### src/rtl/wsd_pkg.sv
// Shared types and constants for the wheel speed / distance tracker.
// No dependencies; used by every module of the block by scoped names.
package wsd_pkg;

    localparam int unsigned RingDepth = 4;
    localparam int unsigned RingIdxW  = 2;
    localparam int unsigned TicksW    = 16;
    localparam int unsigned SumW      = 18;
    localparam int unsigned CircW     = 12;
    localparam int unsigned SpeedW    = 24;
    localparam int unsigned SecsW     = 24;
    localparam int unsigned DistW     = 48;
    localparam int unsigned RevW      = 32;
    localparam int unsigned SpeedShift = 12;   // 4 * 1024
    localparam int unsigned DivW      = 24;
    localparam int unsigned DivCntW   = 5;

    localparam logic [TicksW-1:0] MaxRotationTicks = 16'd10240;
    localparam logic [TicksW-1:0] TimeoutThreshold = MaxRotationTicks - 16'd1;
    localparam logic [TicksW-1:0] TimeoutAdvance   = 16'd10240;  // 10 s of ticks
    localparam logic [SpeedW-1:0] SpeedMax         = 24'hFFFFFF;
    localparam logic [CircW-1:0]  CircReset        = 12'd2100;
    localparam logic [DivCntW-1:0] DivSteps        = 5'd24;

    // command codes carried in tuser
    localparam logic CmdRevolution = 1'b0;
    localparam logic CmdSpeedReset = 1'b1;

    // APB register map (word index taken from paddr[2])
    localparam logic RegWheelCircumference = 1'b0;

    typedef struct packed {
        logic load_in;
        logic exec;
        logic speed_div_start;
        logic speed_from_div;
        logic speed_saturate;
        logic peak_update;
        logic mean_div_start;
        logic mean_from_div;
        logic mean_zero;
        logic mean_saturate;
        logic out_load;
    } dp_cmd_t;

    typedef struct packed {
        logic is_reset_cmd;
        logic timeout;
        logic running;
        logic sum_zero;
        logic secs_zero;
        logic mean_over;
        logic div_done;
    } dp_status_t;

endpackage

### src/rtl/wsd_div.sv
// Restoring divider, one quotient bit per cycle, 24 steps.
// Depends on wsd_pkg.
module wsd_div (
    input  logic                           clk,
    input  logic                           rst_n,
    input  logic                           start,
    input  logic [wsd_pkg::DivW-1:0]       dividend,
    input  logic [wsd_pkg::DivW-1:0]       init_rem,   // must be below divisor
    input  logic [wsd_pkg::DivW-1:0]       divisor,
    output logic [wsd_pkg::DivW-1:0]       quotient,
    output logic                           done
);

    logic [wsd_pkg::DivW-1:0]    rem_reg, rem_next;
    logic [wsd_pkg::DivW-1:0]    quo_reg, quo_next;
    logic [wsd_pkg::DivW-1:0]    dvs_reg;
    logic [wsd_pkg::DivCntW-1:0] cnt_reg, cnt_next;
    logic [wsd_pkg::DivW:0]      rem_sh;
    logic [wsd_pkg::DivW+1:0]    diff;

    always_comb
    begin
        rem_sh   = {rem_reg, quo_reg[wsd_pkg::DivW-1]};
        diff     = {1'b0, rem_sh} - {2'b00, dvs_reg};
        rem_next = diff[wsd_pkg::DivW+1] ? rem_sh[wsd_pkg::DivW-1:0]
                                         : diff[wsd_pkg::DivW-1:0];
        quo_next = {quo_reg[wsd_pkg::DivW-2:0], ~diff[wsd_pkg::DivW+1]};
        cnt_next = cnt_reg;
        if (start)
        begin
            cnt_next = wsd_pkg::DivSteps;
        end
        else if (cnt_reg != '0)
        begin
            cnt_next = cnt_reg - wsd_pkg::DivCntW'(1);
        end
    end

    always_ff @(posedge clk or negedge rst_n)
    begin
        if (!rst_n)
        begin
            cnt_reg <= '0;
        end
        else
        begin
            cnt_reg <= cnt_next;
        end
    end

    always_ff @(posedge clk)
    begin
        if (start)
        begin
            rem_reg <= init_rem;
            quo_reg <= dividend;
            dvs_reg <= divisor;
        end
        else if (cnt_reg != '0)
        begin
            rem_reg <= rem_next;
            quo_reg <= quo_next;
        end
    end

    assign quotient = quo_reg;
    assign done     = (cnt_reg == '0);

endmodule

### src/rtl/wsd_dp.sv
// Datapath: revolution ring, counters, distances, speeds and output register.
// Depends on wsd_pkg and wsd_div.
module wsd_dp (
    input  logic                             clk,
    input  logic                             rst_n,
    input  wsd_pkg::dp_cmd_t                 cmd,
    output wsd_pkg::dp_status_t              status,
    input  logic [wsd_pkg::CircW-1:0]        circumference,
    input  logic                             in_command,
    input  logic [wsd_pkg::TicksW-1:0]       in_rotation_ticks,
    input  logic                             in_trip_running,
    input  logic [wsd_pkg::SecsW-1:0]        in_trip_seconds,
    output logic [wsd_pkg::SpeedW-1:0]       current_speed,
    output logic [wsd_pkg::SpeedW-1:0]       max_speed,
    output logic [wsd_pkg::SpeedW-1:0]       average_speed,
    output logic [wsd_pkg::DistW-1:0]        trip_distance,
    output logic [wsd_pkg::DistW-1:0]        total_distance,
    output logic [wsd_pkg::RevW-1:0]         revolution_count,
    output logic [wsd_pkg::TicksW-1:0]       wheel_clock
);

    // captured item
    logic                         cmd_reg;
    logic [wsd_pkg::TicksW-1:0]   ticks_reg;
    logic                         running_reg;
    logic [wsd_pkg::SecsW-1:0]    secs_reg;

    logic [wsd_pkg::TicksW-1:0]   ring_reg  [wsd_pkg::RingDepth];
    logic [wsd_pkg::TicksW-1:0]   ring_next [wsd_pkg::RingDepth];
    logic [wsd_pkg::RingIdxW-1:0] pos_reg, pos_next;
    logic [wsd_pkg::SpeedW-1:0]   speed_reg, speed_next;
    logic [wsd_pkg::SpeedW-1:0]   peak_reg, peak_next;
    logic [wsd_pkg::SpeedW-1:0]   mean_reg, mean_next;
    logic [wsd_pkg::DistW-1:0]    trip_reg, trip_next;
    logic [wsd_pkg::DistW-1:0]    total_reg, total_next;
    logic [wsd_pkg::RevW-1:0]     rev_reg, rev_next;
    logic [wsd_pkg::TicksW-1:0]   clock_reg, clock_next;

    logic [wsd_pkg::SumW-1:0]     ring_sum;
    logic                         timeout;
    logic                         div_start;
    logic [wsd_pkg::DivW-1:0]     div_dividend;
    logic [wsd_pkg::DivW-1:0]     div_init_rem;
    logic [wsd_pkg::DivW-1:0]     div_divisor;
    logic [wsd_pkg::DivW-1:0]     div_quotient;
    logic                         div_done;

    always_comb
    begin
        ring_sum = '0;
        for (int i = 0; i < wsd_pkg::RingDepth; i++)
        begin
            ring_sum = ring_sum + wsd_pkg::SumW'(ring_reg[i]);
        end
    end

    assign timeout = (ticks_reg >= wsd_pkg::TimeoutThreshold);

    // one divider shared by speed and mean; mean starts from the high half
    // of trip distance, known to be below the seconds count
    assign div_start    = cmd.speed_div_start | cmd.mean_div_start;
    assign div_dividend = cmd.mean_div_start ? trip_reg[wsd_pkg::DivW-1:0]
                                             : {circumference, {wsd_pkg::SpeedShift{1'b0}}};
    assign div_init_rem = cmd.mean_div_start ? trip_reg[wsd_pkg::DistW-1:wsd_pkg::DivW]
                                             : '0;
    assign div_divisor  = cmd.mean_div_start ? secs_reg
                                             : wsd_pkg::DivW'(ring_sum);

    wsd_div u_div (
        .clk      (clk),
        .rst_n    (rst_n),
        .start    (div_start),
        .dividend (div_dividend),
        .init_rem (div_init_rem),
        .divisor  (div_divisor),
        .quotient (div_quotient),
        .done     (div_done)
    );

    always_comb
    begin
        status.is_reset_cmd = (cmd_reg == wsd_pkg::CmdSpeedReset);
        status.timeout      = timeout;
        status.running      = running_reg;
        status.sum_zero     = (ring_sum == '0);
        status.secs_zero    = (secs_reg == '0);
        status.mean_over    = (trip_reg[wsd_pkg::DistW-1:wsd_pkg::DivW] >= secs_reg);
        status.div_done     = div_done;
    end

    always_comb
    begin
        ring_next  = ring_reg;
        pos_next   = pos_reg;
        speed_next = speed_reg;
        peak_next  = peak_reg;
        mean_next  = mean_reg;
        trip_next  = trip_reg;
        total_next = total_reg;
        rev_next   = rev_reg;
        clock_next = clock_reg;

        if (cmd.exec)
        begin
            if (cmd_reg == wsd_pkg::CmdSpeedReset)
            begin
                speed_next = '0;
                for (int i = 0; i < wsd_pkg::RingDepth; i++)
                begin
                    ring_next[i] = '0;
                end
            end
            else
            begin
                rev_next           = rev_reg + wsd_pkg::RevW'(1);
                ring_next[pos_reg] = ticks_reg;
                pos_next           = pos_reg + wsd_pkg::RingIdxW'(1);
                if (timeout)
                begin
                    clock_next = clock_reg + wsd_pkg::TimeoutAdvance;
                    speed_next = '0;
                end
                else
                begin
                    clock_next = clock_reg + ticks_reg;
                end
                if (running_reg)
                begin
                    trip_next  = trip_reg + wsd_pkg::DistW'(circumference);
                    total_next = total_reg + wsd_pkg::DistW'(circumference);
                end
            end
        end

        if (cmd.speed_saturate)
        begin
            speed_next = wsd_pkg::SpeedMax;
        end
        if (cmd.speed_from_div)
        begin
            speed_next = div_quotient;
        end
        if (cmd.peak_update && (speed_reg > peak_reg))
        begin
            peak_next = speed_reg;
        end
        if (cmd.mean_zero)
        begin
            mean_next = '0;
        end
        if (cmd.mean_saturate)
        begin
            mean_next = wsd_pkg::SpeedMax;
        end
        if (cmd.mean_from_div)
        begin
            mean_next = div_quotient;
        end
    end

    always_ff @(posedge clk or negedge rst_n)
    begin
        if (!rst_n)
        begin
            for (int i = 0; i < wsd_pkg::RingDepth; i++)
            begin
                ring_reg[i] <= wsd_pkg::MaxRotationTicks;
            end
            pos_reg   <= '0;
            speed_reg <= '0;
            peak_reg  <= '0;
            mean_reg  <= '0;
            trip_reg  <= '0;
            total_reg <= '0;
            rev_reg   <= '0;
            clock_reg <= '0;
        end
        else
        begin
            ring_reg  <= ring_next;
            pos_reg   <= pos_next;
            speed_reg <= speed_next;
            peak_reg  <= peak_next;
            mean_reg  <= mean_next;
            trip_reg  <= trip_next;
            total_reg <= total_next;
            rev_reg   <= rev_next;
            clock_reg <= clock_next;
        end
    end

    // input capture and result register
    always_ff @(posedge clk)
    begin
        if (cmd.load_in)
        begin
            cmd_reg     <= in_command;
            ticks_reg   <= in_rotation_ticks;
            running_reg <= in_trip_running;
            secs_reg    <= in_trip_seconds;
        end
        if (cmd.out_load)
        begin
            current_speed    <= speed_reg;
            max_speed        <= peak_reg;
            average_speed    <= mean_reg;
            trip_distance    <= trip_reg;
            total_distance   <= total_reg;
            revolution_count <= rev_reg;
            wheel_clock      <= clock_reg;
        end
    end

endmodule

### src/rtl/wsd_ctrl.sv
// Controller FSM: sequences update, speed divide, peak/mean, and result hand-off.
// Depends on wsd_pkg.
module wsd_ctrl (
    input  logic                 clk,
    input  logic                 rst_n,
    input  logic                 s_valid,
    output logic                 s_ready,
    output logic                 m_valid,
    input  logic                 m_ready,
    input  wsd_pkg::dp_status_t  status,
    output wsd_pkg::dp_cmd_t     cmd
);

    typedef enum logic [2:0] {
        ST_IDLE,
        ST_EXEC,
        ST_SPEED_START,
        ST_SPEED_WAIT,
        ST_PEAK,
        ST_MEAN_WAIT,
        ST_FINISH
    } state_t;

    state_t state_reg, state_next;
    logic   m_valid_reg, m_valid_next;

    always_comb
    begin
        cmd        = '0;
        state_next = state_reg;
        case (state_reg)
            ST_IDLE:
            begin
                if (s_valid)
                begin
                    cmd.load_in = 1'b1;
                    state_next  = ST_EXEC;
                end
            end
            ST_EXEC:
            begin
                cmd.exec = 1'b1;
                if (status.is_reset_cmd)
                begin
                    state_next = ST_FINISH;
                end
                else if (status.timeout)
                begin
                    state_next = ST_PEAK;
                end
                else
                begin
                    state_next = ST_SPEED_START;
                end
            end
            ST_SPEED_START:
            begin
                if (status.sum_zero)
                begin
                    cmd.speed_saturate = 1'b1;
                    state_next         = ST_PEAK;
                end
                else
                begin
                    cmd.speed_div_start = 1'b1;
                    state_next          = ST_SPEED_WAIT;
                end
            end
            ST_SPEED_WAIT:
            begin
                if (status.div_done)
                begin
                    cmd.speed_from_div = 1'b1;
                    state_next         = ST_PEAK;
                end
            end
            ST_PEAK:
            begin
                if (!status.running)
                begin
                    state_next = ST_FINISH;
                end
                else
                begin
                    cmd.peak_update = 1'b1;
                    if (status.secs_zero)
                    begin
                        cmd.mean_zero = 1'b1;
                        state_next    = ST_FINISH;
                    end
                    else if (status.mean_over)
                    begin
                        cmd.mean_saturate = 1'b1;
                        state_next        = ST_FINISH;
                    end
                    else
                    begin
                        cmd.mean_div_start = 1'b1;
                        state_next         = ST_MEAN_WAIT;
                    end
                end
            end
            ST_MEAN_WAIT:
            begin
                if (status.div_done)
                begin
                    cmd.mean_from_div = 1'b1;
                    state_next        = ST_FINISH;
                end
            end
            ST_FINISH:
            begin
                if (!m_valid_reg || m_ready)
                begin
                    cmd.out_load = 1'b1;
                    state_next   = ST_IDLE;
                end
            end
            default:
            begin
                state_next = ST_IDLE;
            end
        endcase

        m_valid_next = m_valid_reg;
        if (cmd.out_load)
        begin
            m_valid_next = 1'b1;
        end
        else if (m_ready)
        begin
            m_valid_next = 1'b0;
        end
    end

    always_ff @(posedge clk or negedge rst_n)
    begin
        if (!rst_n)
        begin
            state_reg   <= ST_IDLE;
            m_valid_reg <= 1'b0;
        end
        else
        begin
            state_reg   <= state_next;
            m_valid_reg <= m_valid_next;
        end
    end

    assign s_ready = (state_reg == ST_IDLE);
    assign m_valid = m_valid_reg;

endmodule

### src/rtl/wheel_speed_distance_tracker_top.sv
// Top level of the wheel speed / distance tracker: stream ports, APB register.
// Depends on wsd_pkg, wsd_ctrl, wsd_dp (and wsd_div below it).
//
//   Channel   Dir  Handshake               Carries
//   s_axis    in   tvalid/tready           one command: revolution or speed reset
//   m_axis    out  tvalid/tready           one result per command: speeds, distances
//   apb       in   psel/penable/pready     wheel_circumference_mm at byte address 0
//
// A speed-reset command goes from acceptance through the exec and finish states to the
// output register. A revolution runs up to two 24-step restoring divides (speed,
// then average) on one shared divider; a timed-out revolution
// skips the speed divide, a stopped trip the average divide.
// One command is in flight at a time; the next is taken as soon as the
// controller is idle, even while the previous result still waits in the
// output register. A stalled m_axis holds the finished result and the FSM.
// Reset (rst_n low, asynchronous) loads the ring with the timeout value,
// clears counters, distances and speeds, and sets the circumference to 2100.
module wheel_speed_distance_tracker_top (
    input  logic          clk,
    input  logic          rst_n,
    // s_axis
    input  logic          s_axis_tvalid,
    output logic          s_axis_tready,
    // [15:0] rotation_ticks, [16] trip_running, [40:17] trip_seconds, [47:41] zero
    input  logic [47:0]   s_axis_tdata,
    // [0] command
    input  logic [0:0]    s_axis_tuser,
    // m_axis
    output logic          m_axis_tvalid,
    input  logic          m_axis_tready,
    // [23:0] current_speed, [47:24] max_speed, [71:48] average_speed,
    // [119:72] trip_distance, [167:120] total_distance,
    // [199:168] revolution_count, [215:200] wheel_clock
    output logic [215:0]  m_axis_tdata,
    // APB
    input  logic          psel,
    input  logic          penable,
    input  logic          pwrite,
    input  logic [2:0]    paddr,
    input  logic [31:0]   pwdata,
    output logic [31:0]   prdata,
    output logic          pready
);

    logic [wsd_pkg::CircW-1:0] circ_reg;
    logic                      circ_sel;

    wsd_pkg::dp_cmd_t          cmd;
    wsd_pkg::dp_status_t       status;

    logic [wsd_pkg::SpeedW-1:0] current_speed;
    logic [wsd_pkg::SpeedW-1:0] max_speed;
    logic [wsd_pkg::SpeedW-1:0] average_speed;
    logic [wsd_pkg::DistW-1:0]  trip_distance;
    logic [wsd_pkg::DistW-1:0]  total_distance;
    logic [wsd_pkg::RevW-1:0]   revolution_count;
    logic [wsd_pkg::TicksW-1:0] wheel_clock;

    // Register file: one word, decoded on paddr[2]; byte offset ignored.
    assign pready   = 1'b1;
    assign circ_sel = (paddr[2] == wsd_pkg::RegWheelCircumference);
    assign prdata   = circ_sel ? {20'd0, circ_reg} : 32'd0;

    always_ff @(posedge clk or negedge rst_n)
    begin
        if (!rst_n)
        begin
            circ_reg <= wsd_pkg::CircReset;
        end
        else if (psel && penable && pwrite && pready && circ_sel)
        begin
            circ_reg <= pwdata[wsd_pkg::CircW-1:0];
        end
    end

    wsd_ctrl u_ctrl (
        .clk     (clk),
        .rst_n   (rst_n),
        .s_valid (s_axis_tvalid),
        .s_ready (s_axis_tready),
        .m_valid (m_axis_tvalid),
        .m_ready (m_axis_tready),
        .status  (status),
        .cmd     (cmd)
    );

    wsd_dp u_dp (
        .clk               (clk),
        .rst_n             (rst_n),
        .cmd               (cmd),
        .status            (status),
        .circumference     (circ_reg),
        .in_command        (s_axis_tuser[0]),
        .in_rotation_ticks (s_axis_tdata[15:0]),
        .in_trip_running   (s_axis_tdata[16]),
        .in_trip_seconds   (s_axis_tdata[40:17]),
        .current_speed     (current_speed),
        .max_speed         (max_speed),
        .average_speed     (average_speed),
        .trip_distance     (trip_distance),
        .total_distance    (total_distance),
        .revolution_count  (revolution_count),
        .wheel_clock       (wheel_clock)
    );

    assign m_axis_tdata = {wheel_clock, revolution_count, total_distance, trip_distance,
                           average_speed, max_speed, current_speed};

endmodule

### config.mk
export PLATFORM = sky130hd
export DESIGN_NAME = wheel_speed_distance_tracker_top
export DESIGN_NICKNAME = d
export VERILOG_FILES = /design/src/rtl/wsd_pkg.sv /design/src/rtl/wsd_div.sv /design/src/rtl/wsd_dp.sv /design/src/rtl/wsd_ctrl.sv /design/src/rtl/wheel_speed_distance_tracker_top.sv
export SDC_FILE = /design/constraint.sdc
export NUM_CORES = 1
export LEC_CHECK = 0
export ABC_AREA = 0
export BUFFER_PORTS_ARGS = -buffer_cell sky130_fd_sc_hd__buf_2
export CORE_MARGIN = 2
export CORE_UTILIZATION = 43
export DETAILED_ROUTE_END_ITERATION = 8
export PLACE_DENSITY = 0.71
export SYNTH_ARGS = -nofsm -noshare
export SYNTH_HDL_FRONTEND = slang
export SYNTH_SLANG_ARGS = --single-unit
### constraint.sdc
create_clock -name clk -period 18.9 [get_ports clk]
set_clock_uncertainty 0.1 [all_clocks]
set_input_delay 0.945 -clock clk [delete_from_list [all_inputs] [get_ports clk]]
set_output_delay 0.945 -clock clk [all_outputs]
set_load 0.02 [all_outputs]
==> impl_metrics.json, run 1 <==
{
  "status": "complete, no violations",
  "p_per_area_nw_per_um2": 170.9,
  "power.switching_uw": 2218,
  "power_frac_clock_pct": 23.6,
  "tightest_slew_ns": 1.385,
  "grt_max_degree": 120,
  "fp.dieH_um": 268.3,
  "syn2layout_area_growth_pct": 15.82,
  "drc": 0,
  "first_pass_iters": 5,
  "combPwrFrac_pct": 39.5,
  "worstSetupPathType": "reg -> reg",
  "r2r_setup_slack_ns": 11.27,
  "cts_tree": "built",
  "seq_area_frac_synth_pct": 58.29,
  "wirelength_um": 75580,
  "fp.dieW_um": 268.3,
  "place_inst": 3634,
  "cts_made_buffers": 69,
  "fp.dieArea_um2": 71970,
  "antennaDiodeCount": 0,
  "p_seq_share_pct": 36.9,
  "finalCriticalPeriod_ns": 7.631,
  "clock-sinks": 633,
  "cp.required_ns": 19.11,
  "hold_viol": 0,
  "power_uw": 5943,
  "cpMostUsedCell": "o21ai_0",
  "mostFrequentLayoutCell": "edfxtp_1",
  "synth.avg_cell_area_um2": 12.13,
  "synth-edff-count": 330,
  "nets": 3037,
  "synth_ff_type": "edfxtp_1",
  "slowest_stage": "nand3_2",
  "vias": 20760,
  "finalSetupViolations": 0,
  "clock_path_buffers": 3,
  "largest_reg_flops": 64,
  "intPower_uw": 3725,
  "port_buffers": 291,
  "hold_buffers": 0,
  "num_rows": 96,
  "critPathLaunchType": "flop",
  "clk_pin_slew_worst_paths_ns": 0.06,
  "ir_drop_mv": 0.1064,
  "drtIter0Drc": 1679,
  "wl_per_cell_um": 20.11,
  "ys_async_sr_fraction_pct": 47.87,
  "crit_path_max_incr_delay_ns": 0.74,
  "start_util_pct": 43.64,
  "htree_levels": 3,
  "rsz0062_at_grt": "no",
  "clk-insertion-delay-late_ns": 0.61,
  "relSlewSlack_pct": 7.019,
  "critical_path_peak_fanout": 25,
  "grt-ovfl-total": 0,
  "synth.distinct_cells": 78,
  "timing.final.crit_share_pct": 40.38,
  "routed_via_density": 5.522,
  "fin_area_um2": 34780,
  "mostFrequentLayoutCells": "edfxtp_1, dfrtp_1, buf_2, nand2_1, inv_1",
  "report.final.slew_viol_count": 0,
  "cap_violations": 0,
  "drtAntennaViolNets": 0,
  "dp_hpwl_um": 54020,
  "p_sw_share_pct": 37.32,
  "grt_pass1_vias": 20690,
  "track_usage_pct": 20.75,
  "setup_tns_ns": 0,
  "grt_antenna_before_repair": 0,
  "p_leak_uw": 0.01565,
  "hold_path.class": "in -> async",
  "synth_area_um2": 30030,
  "synth_warnings": 0,
  "place_congestion": 0.9304,
  "grt_pass1_wl_um": 116700,
  "drive_gt1_share_pct": 18.60,
  "synth_seq_cells": 633,
  "ctsResizeCount": 0,
  "place_area_um2": 32440,
  "postCtsSetupBuffers": 0,
  "cp.arrival_ns": 7.85,
  "fmax_mhz": 131.0,
  "core_um2": 68830,
  "synth_cells": 2475,
  "clock_tree.root_cell": "clkbuf_16",
  "worst_setup_path_end_kind": "flop",
  "io_pins": 342,
  "stdcell_count": 3759
}
==> power groups by stage <==
stage | registers [uW] | logic (uW) | clock network [uW]
after global routing | 2230 | 2610 | 1480
after CTS | 2190 | 2340 | 1430
after floorplan | 2210 | 1800 | 0
after global placement | 2190 | 2250 | 0
after detailed placement | 2210 | 2330 | 0
final | 2190 | 2350 | 1400
==> worst max-delay path: cells and delay by family, from the launching register on <==
| family | cells | cell delay, ns |
|---|---|---|
| DFF | 1 | 0.37 |
| and+or+nand+nor | 8 | 2.38 |
| buffers and inverters | 3 | 0.60 |
| xor gates and xnor gates | 1 | 0.16 |
| adders and majority gates | 4 | 1.42 |
| AOI/OAI and AO/OA | 9 | 2.26 |
==> routing by layer <==
| metal | vias up | routed length [um] | track usage, % |
|---|---|---|---|
| li1 | 9541 | - | - |
| met1 | 10410 | 31750 | 27.30 |
| met2 | 663 | 36900 | 34.58 |
| met3 | 142 | 4674 | 3.436 |
| met4 | 0 | 2261 | 7.625 |
| met5 | - | 0 | 0 |
==> kinds of logic after synthesis <==
kind of cell	after synthesis	synth area share (%)
AND/OR/NAND/NOR	639	10.42
flip-flops	633	58.29
AO/OA/AOI/OAI	508	12.48
buffers and inverters	294	4.062
adder cells (fa/ha/maj)	172	7.716
XOR/XNOR	172	5.016
multiplexers	55	1.991
other	2	0.02501
==> cell usage after synthesis, drive strengths merged, types with 4 or more instances <==
cell type,instances,area (um^2)
edfxtp,330,9910
dfrtp,291,7282
nand2,200,750.7
inv,187,701.9
ha,150,1877
nor2,120,450.4
xnor2,110,963.4
o21ai,103,515.5
a21oi,84,420.4
clkbuf,72,271.5
nand3,71,355.3
a22o,64,560.5
xor2,62,543.0
a221o,49,490.5
nor3,48,245.2
a21o,47,352.8
o31ai,40,365.4
and3,39,244.0
mux2,38,427.9
buf,35,246.5
nand4,28,175.2
nor4,26,162.7
nor2b,25,156.4
fa,22,440.4
nand2b,21,131.4
o21a,19,142.6
mux2i,17,170.2
nor3b,13,97.59
o21bai,13,97.59
and2,12,75.07
dfstp,12,315.3
o221a,12,135.1
a211oi,11,97.60
or2,10,62.56
o211ai,9,67.56
a31oi,8,50.05
a21boi,7,52.55
and4,6,52.55
or3,6,37.54
a211o,5,43.79
or4,5,37.54
a311oi,4,35.03
nand3b,4,30.03
==> layout make-up <==
| cell class | instances | area [um^2] |
|---|---|---|
| repair buffers | 316 | 1654 |
| inverters | 187 | 701.9 |
| flip-flops and latches | 633 | 17510 |
| clock inverters | 41 | 513.0 |
| fillers | 5841 | 34040 |
| well taps | 931 | 1165 |
| clock buffers | 84 | 1824 |
| multi-input cells | 1567 | 11420 |
==> stage by stage <==
stage | setup WS, ns | util, % | hold WS [ns]
floorplan | 7.428 | - | 0.3249
global placement | 11.29 | 47.13 | 0.3327
detailed placement | 11.26 | 47.13 | 0.3360
CTS | 11.20 | 50.53 | 0.3511
global route | 10.73 | 50.54 | 0.3650
finish | 11.27 | 50.54 | 0.3391
==> worst paths after layout <==
kind,startpoint,endpoint,depth (start not counted)
max,u_dp.ring_reg[48],u_dp.u_div.rem_reg[11],25
max reg2reg,u_dp.ring_reg[48],u_dp.u_div.rem_reg[11],25
max in group asynchronous,rst_n,u_dp.speed_reg[23],3
min in group clk,u_dp.total_reg[26],u_dp.total_distance[26],0
min reg2reg,u_dp.total_reg[26],u_dp.total_distance[26],0
min,rst_n,u_dp.rev_reg[24],1
No activity file was read; power rests on OpenSTA's default activity.
==> run 2, diff against run 1 <==
Clock period 18.9 ns to 7.9 ns, I/O delays scaled along.
==> run 2 against run 1 <==
Compared with the run above: core utilization rose by 0.72 points; sequential cell count unchanged; global-route usage grew 0.34 points; design area rose by 1.4%; critical endpoint is now u_dp.u_div.rem_reg[16]; highest routed layer unchanged.
==> impl_metrics.json, run 2 (synthesis gave the netlist of run 1 again) <==
{
  "fillers": 5894,
  "critical_path_peak_fanout": 34,
  "clock-sinks": 633,
  "first_pass_iters": 6,
  "finalCriticalPeriod_ns": 6.889,
  "mostFrequentLayoutCell": "edfxtp_1",
  "grt_max_degree": 132,
  "drtAntennaViolNets": 0,
  "worstSetupPathType": "reg -> reg",
  "hold_viol": 0,
  "fp.dieArea_um2": 71970,
  "p_per_area_nw_per_um2": 407.4,
  "nets": 3098,
  "grt-ovfl-total": 0,
  "cts_made_buffers": 68,
  "drc": 0,
  "hold_buffers": 55,
  "place_ws_ns": 1.061,
  "clk-insertion-delay-late_ns": 0.61,
  "cts_tree": "built",
  "core_um2": 68830,
  "mostFrequentLayoutCells": "edfxtp_1, dfrtp_1, buf_2, nand2_1, inv_1",
  "fmax_mhz": 145.1,
  "grt_pass1_vias": 20980,
  "status": "complete, no violations",
  "rsz0062_at_grt": "no",
  "cap_violations": 0,
  "clock_path_buffers": 3,
  "antennaDiodeCount": 0,
  "drtIter0Drc": 1841,
  "dp_hpwl_um": 54500,
  "syn2layout_area_growth_pct": 17.46,
  "clk_pin_slew_worst_paths_ns": 0.06,
  "p_leak_uw": 0.01587,
  "place_congestion": 0.8975,
  "htree_levels": 3,
  "routed_via_density": 5.479,
  "wl_per_cell_um": 19.97,
  "fp.dieW_um": 268.3,
  "io_pins": 342,
  "vias": 20940,
  "postCtsSetupBuffers": 0,
  "cp.arrival_ns": 7.09,
  "ctsResizeCount": 0,
  "finalSetupViolations": 0,
  "fp.dieH_um": 268.3,
  "fin_ws_ns": 1.011,
  "setup_tns_ns": 0,
  "relSlewSlack_pct": 16.99,
  "cp.required_ns": 8.10,
  "track_usage_pct": 21.09,
  "timing.final.crit_share_pct": 87.21,
  "report.final.slew_viol_count": 0,
  "grt_antenna_before_repair": 1,
  "largest_reg_flops": 64,
  "wirelength_um": 76310,
  "num_rows": 96,
  "critPathLaunchType": "flop",
  "grt_pass1_wl_um": 118400,
  "drive_gt1_share_pct": 18.54,
  "port_buffers": 291,
  "worst_setup_path_end_kind": "flop",
  "ir_drop_mv": 0.1956,
  "tightest_slew_ns": 1.242,
  "hold_path.class": "in -> reg",
  "clock_tree.root_cell": "clkbuf_16",
  "start_util_pct": 43.64
}
## run 2: cell types whose count changed in the layout (fill, tap and decap cells not counted), moves of 2 or more
cell	previous run	this run
o21ai_1	5	7
o21ai_2	2	0
buf_4	25	31
clkinv_1	11	8
bufinv_16	11	4
dlygate4sd3_1	0	55
clkbuf_8	2	6
clkinv_2	11	16
inv_6	3	5
## run 2: metal layers
metal,share of wire (%),GRT usage (%),vias to the layer above
li1,-,-,9669
met1,43,27.96,10490
met2,49,34.74,645
met3,5.3,3.226,136
met4,3.2,8.576,0
met5,0,0,-
## run 2: cell type report
class	count	area, um^2	area share, %
multi-input cells	1567	11410	32.35
well taps	931	1165	3.302
clock inverters	38	321.6	0.9115
repair buffers	378	2270	6.434
inverters	187	701.9	1.990
clock buffers	88	1901	5.388
flip-flops and latches	633	17510	49.63
## run 2: power breakdown
| part | leakage [uW] | total, uW | switching, uW | internal (uW) |
|---|---|---|---|---|
| logic | 0.00743 | 5900 | 3440 | 2460 |
| clock network | 0.00110 | 3180 | 1340 | 1840 |
| registers | 0.00734 | 5290 | 689 | 4600 |
| total | 0.0159 | 14400 | 5470 | 8900 |
## run 2: worst max-delay path, stage by stage, from the launching register on
cell      delay [ns]
dfrtp_1         0.37
ha_1            0.20
inv_1           0.06
fa_1            0.40
nor2b_1         0.13
o21ai_0         0.11
a21boi_0        0.19
o21ai_0         0.18
a211oi_1        0.32
nor2_1          0.10
a211o_1         0.32
o21a_1          0.24
xnor2_1         0.14
fa_1            0.49
inv_1           0.04
ha_1            0.34
a21oi_1         0.16
o21ai_0         0.16
nor2_1          0.13
and3_1          0.19
nand3_1         0.08
or4_1           0.41
or4b_4          0.57
o21ai_1         0.62
nand3_2         0.17
buf_4           0.32
## run 2: per-stage QoR
stage / util, % / instances / area (um^2) / power, uW / hold slack, ns
final: 51.25 / 3822 / 35280 / 14370 / 0.1964
after floorplan: - / 2494 / 30110 / 9548 / -0.0005911
after CTS: 51.25 / 3822 / 35280 / 14430 / 0.1644
after global routing: 51.25 / 3822 / 35280 / 15340 / 0.2103
after detailed placement: 47.23 / 3641 / 32500 / 11180 / 0.3355
after global placement: 47.23 / 3641 / 32500 / 10950 / 0.3350
## run 2: worst paths after layout
check	start	endpoint	slack, ns	cells after the start
hold reg to reg	u_dp.total_reg[46]	u_dp.total_distance[46]	0.35	0
setup / recovery	u_dp.ring_reg[32]	u_dp.u_div.rem_reg[16]	1.01	25
setup reg to reg	u_dp.ring_reg[32]	u_dp.u_div.rem_reg[16]	1.01	25
max in group asynchronous	rst_n	u_dp.ring_reg[25]	5.86	3
hold / removal	m_axis_tready	u_ctrl.m_valid	0.20	3
min in group asynchronous	rst_n	u_dp.rev_reg[26]	0.34	2
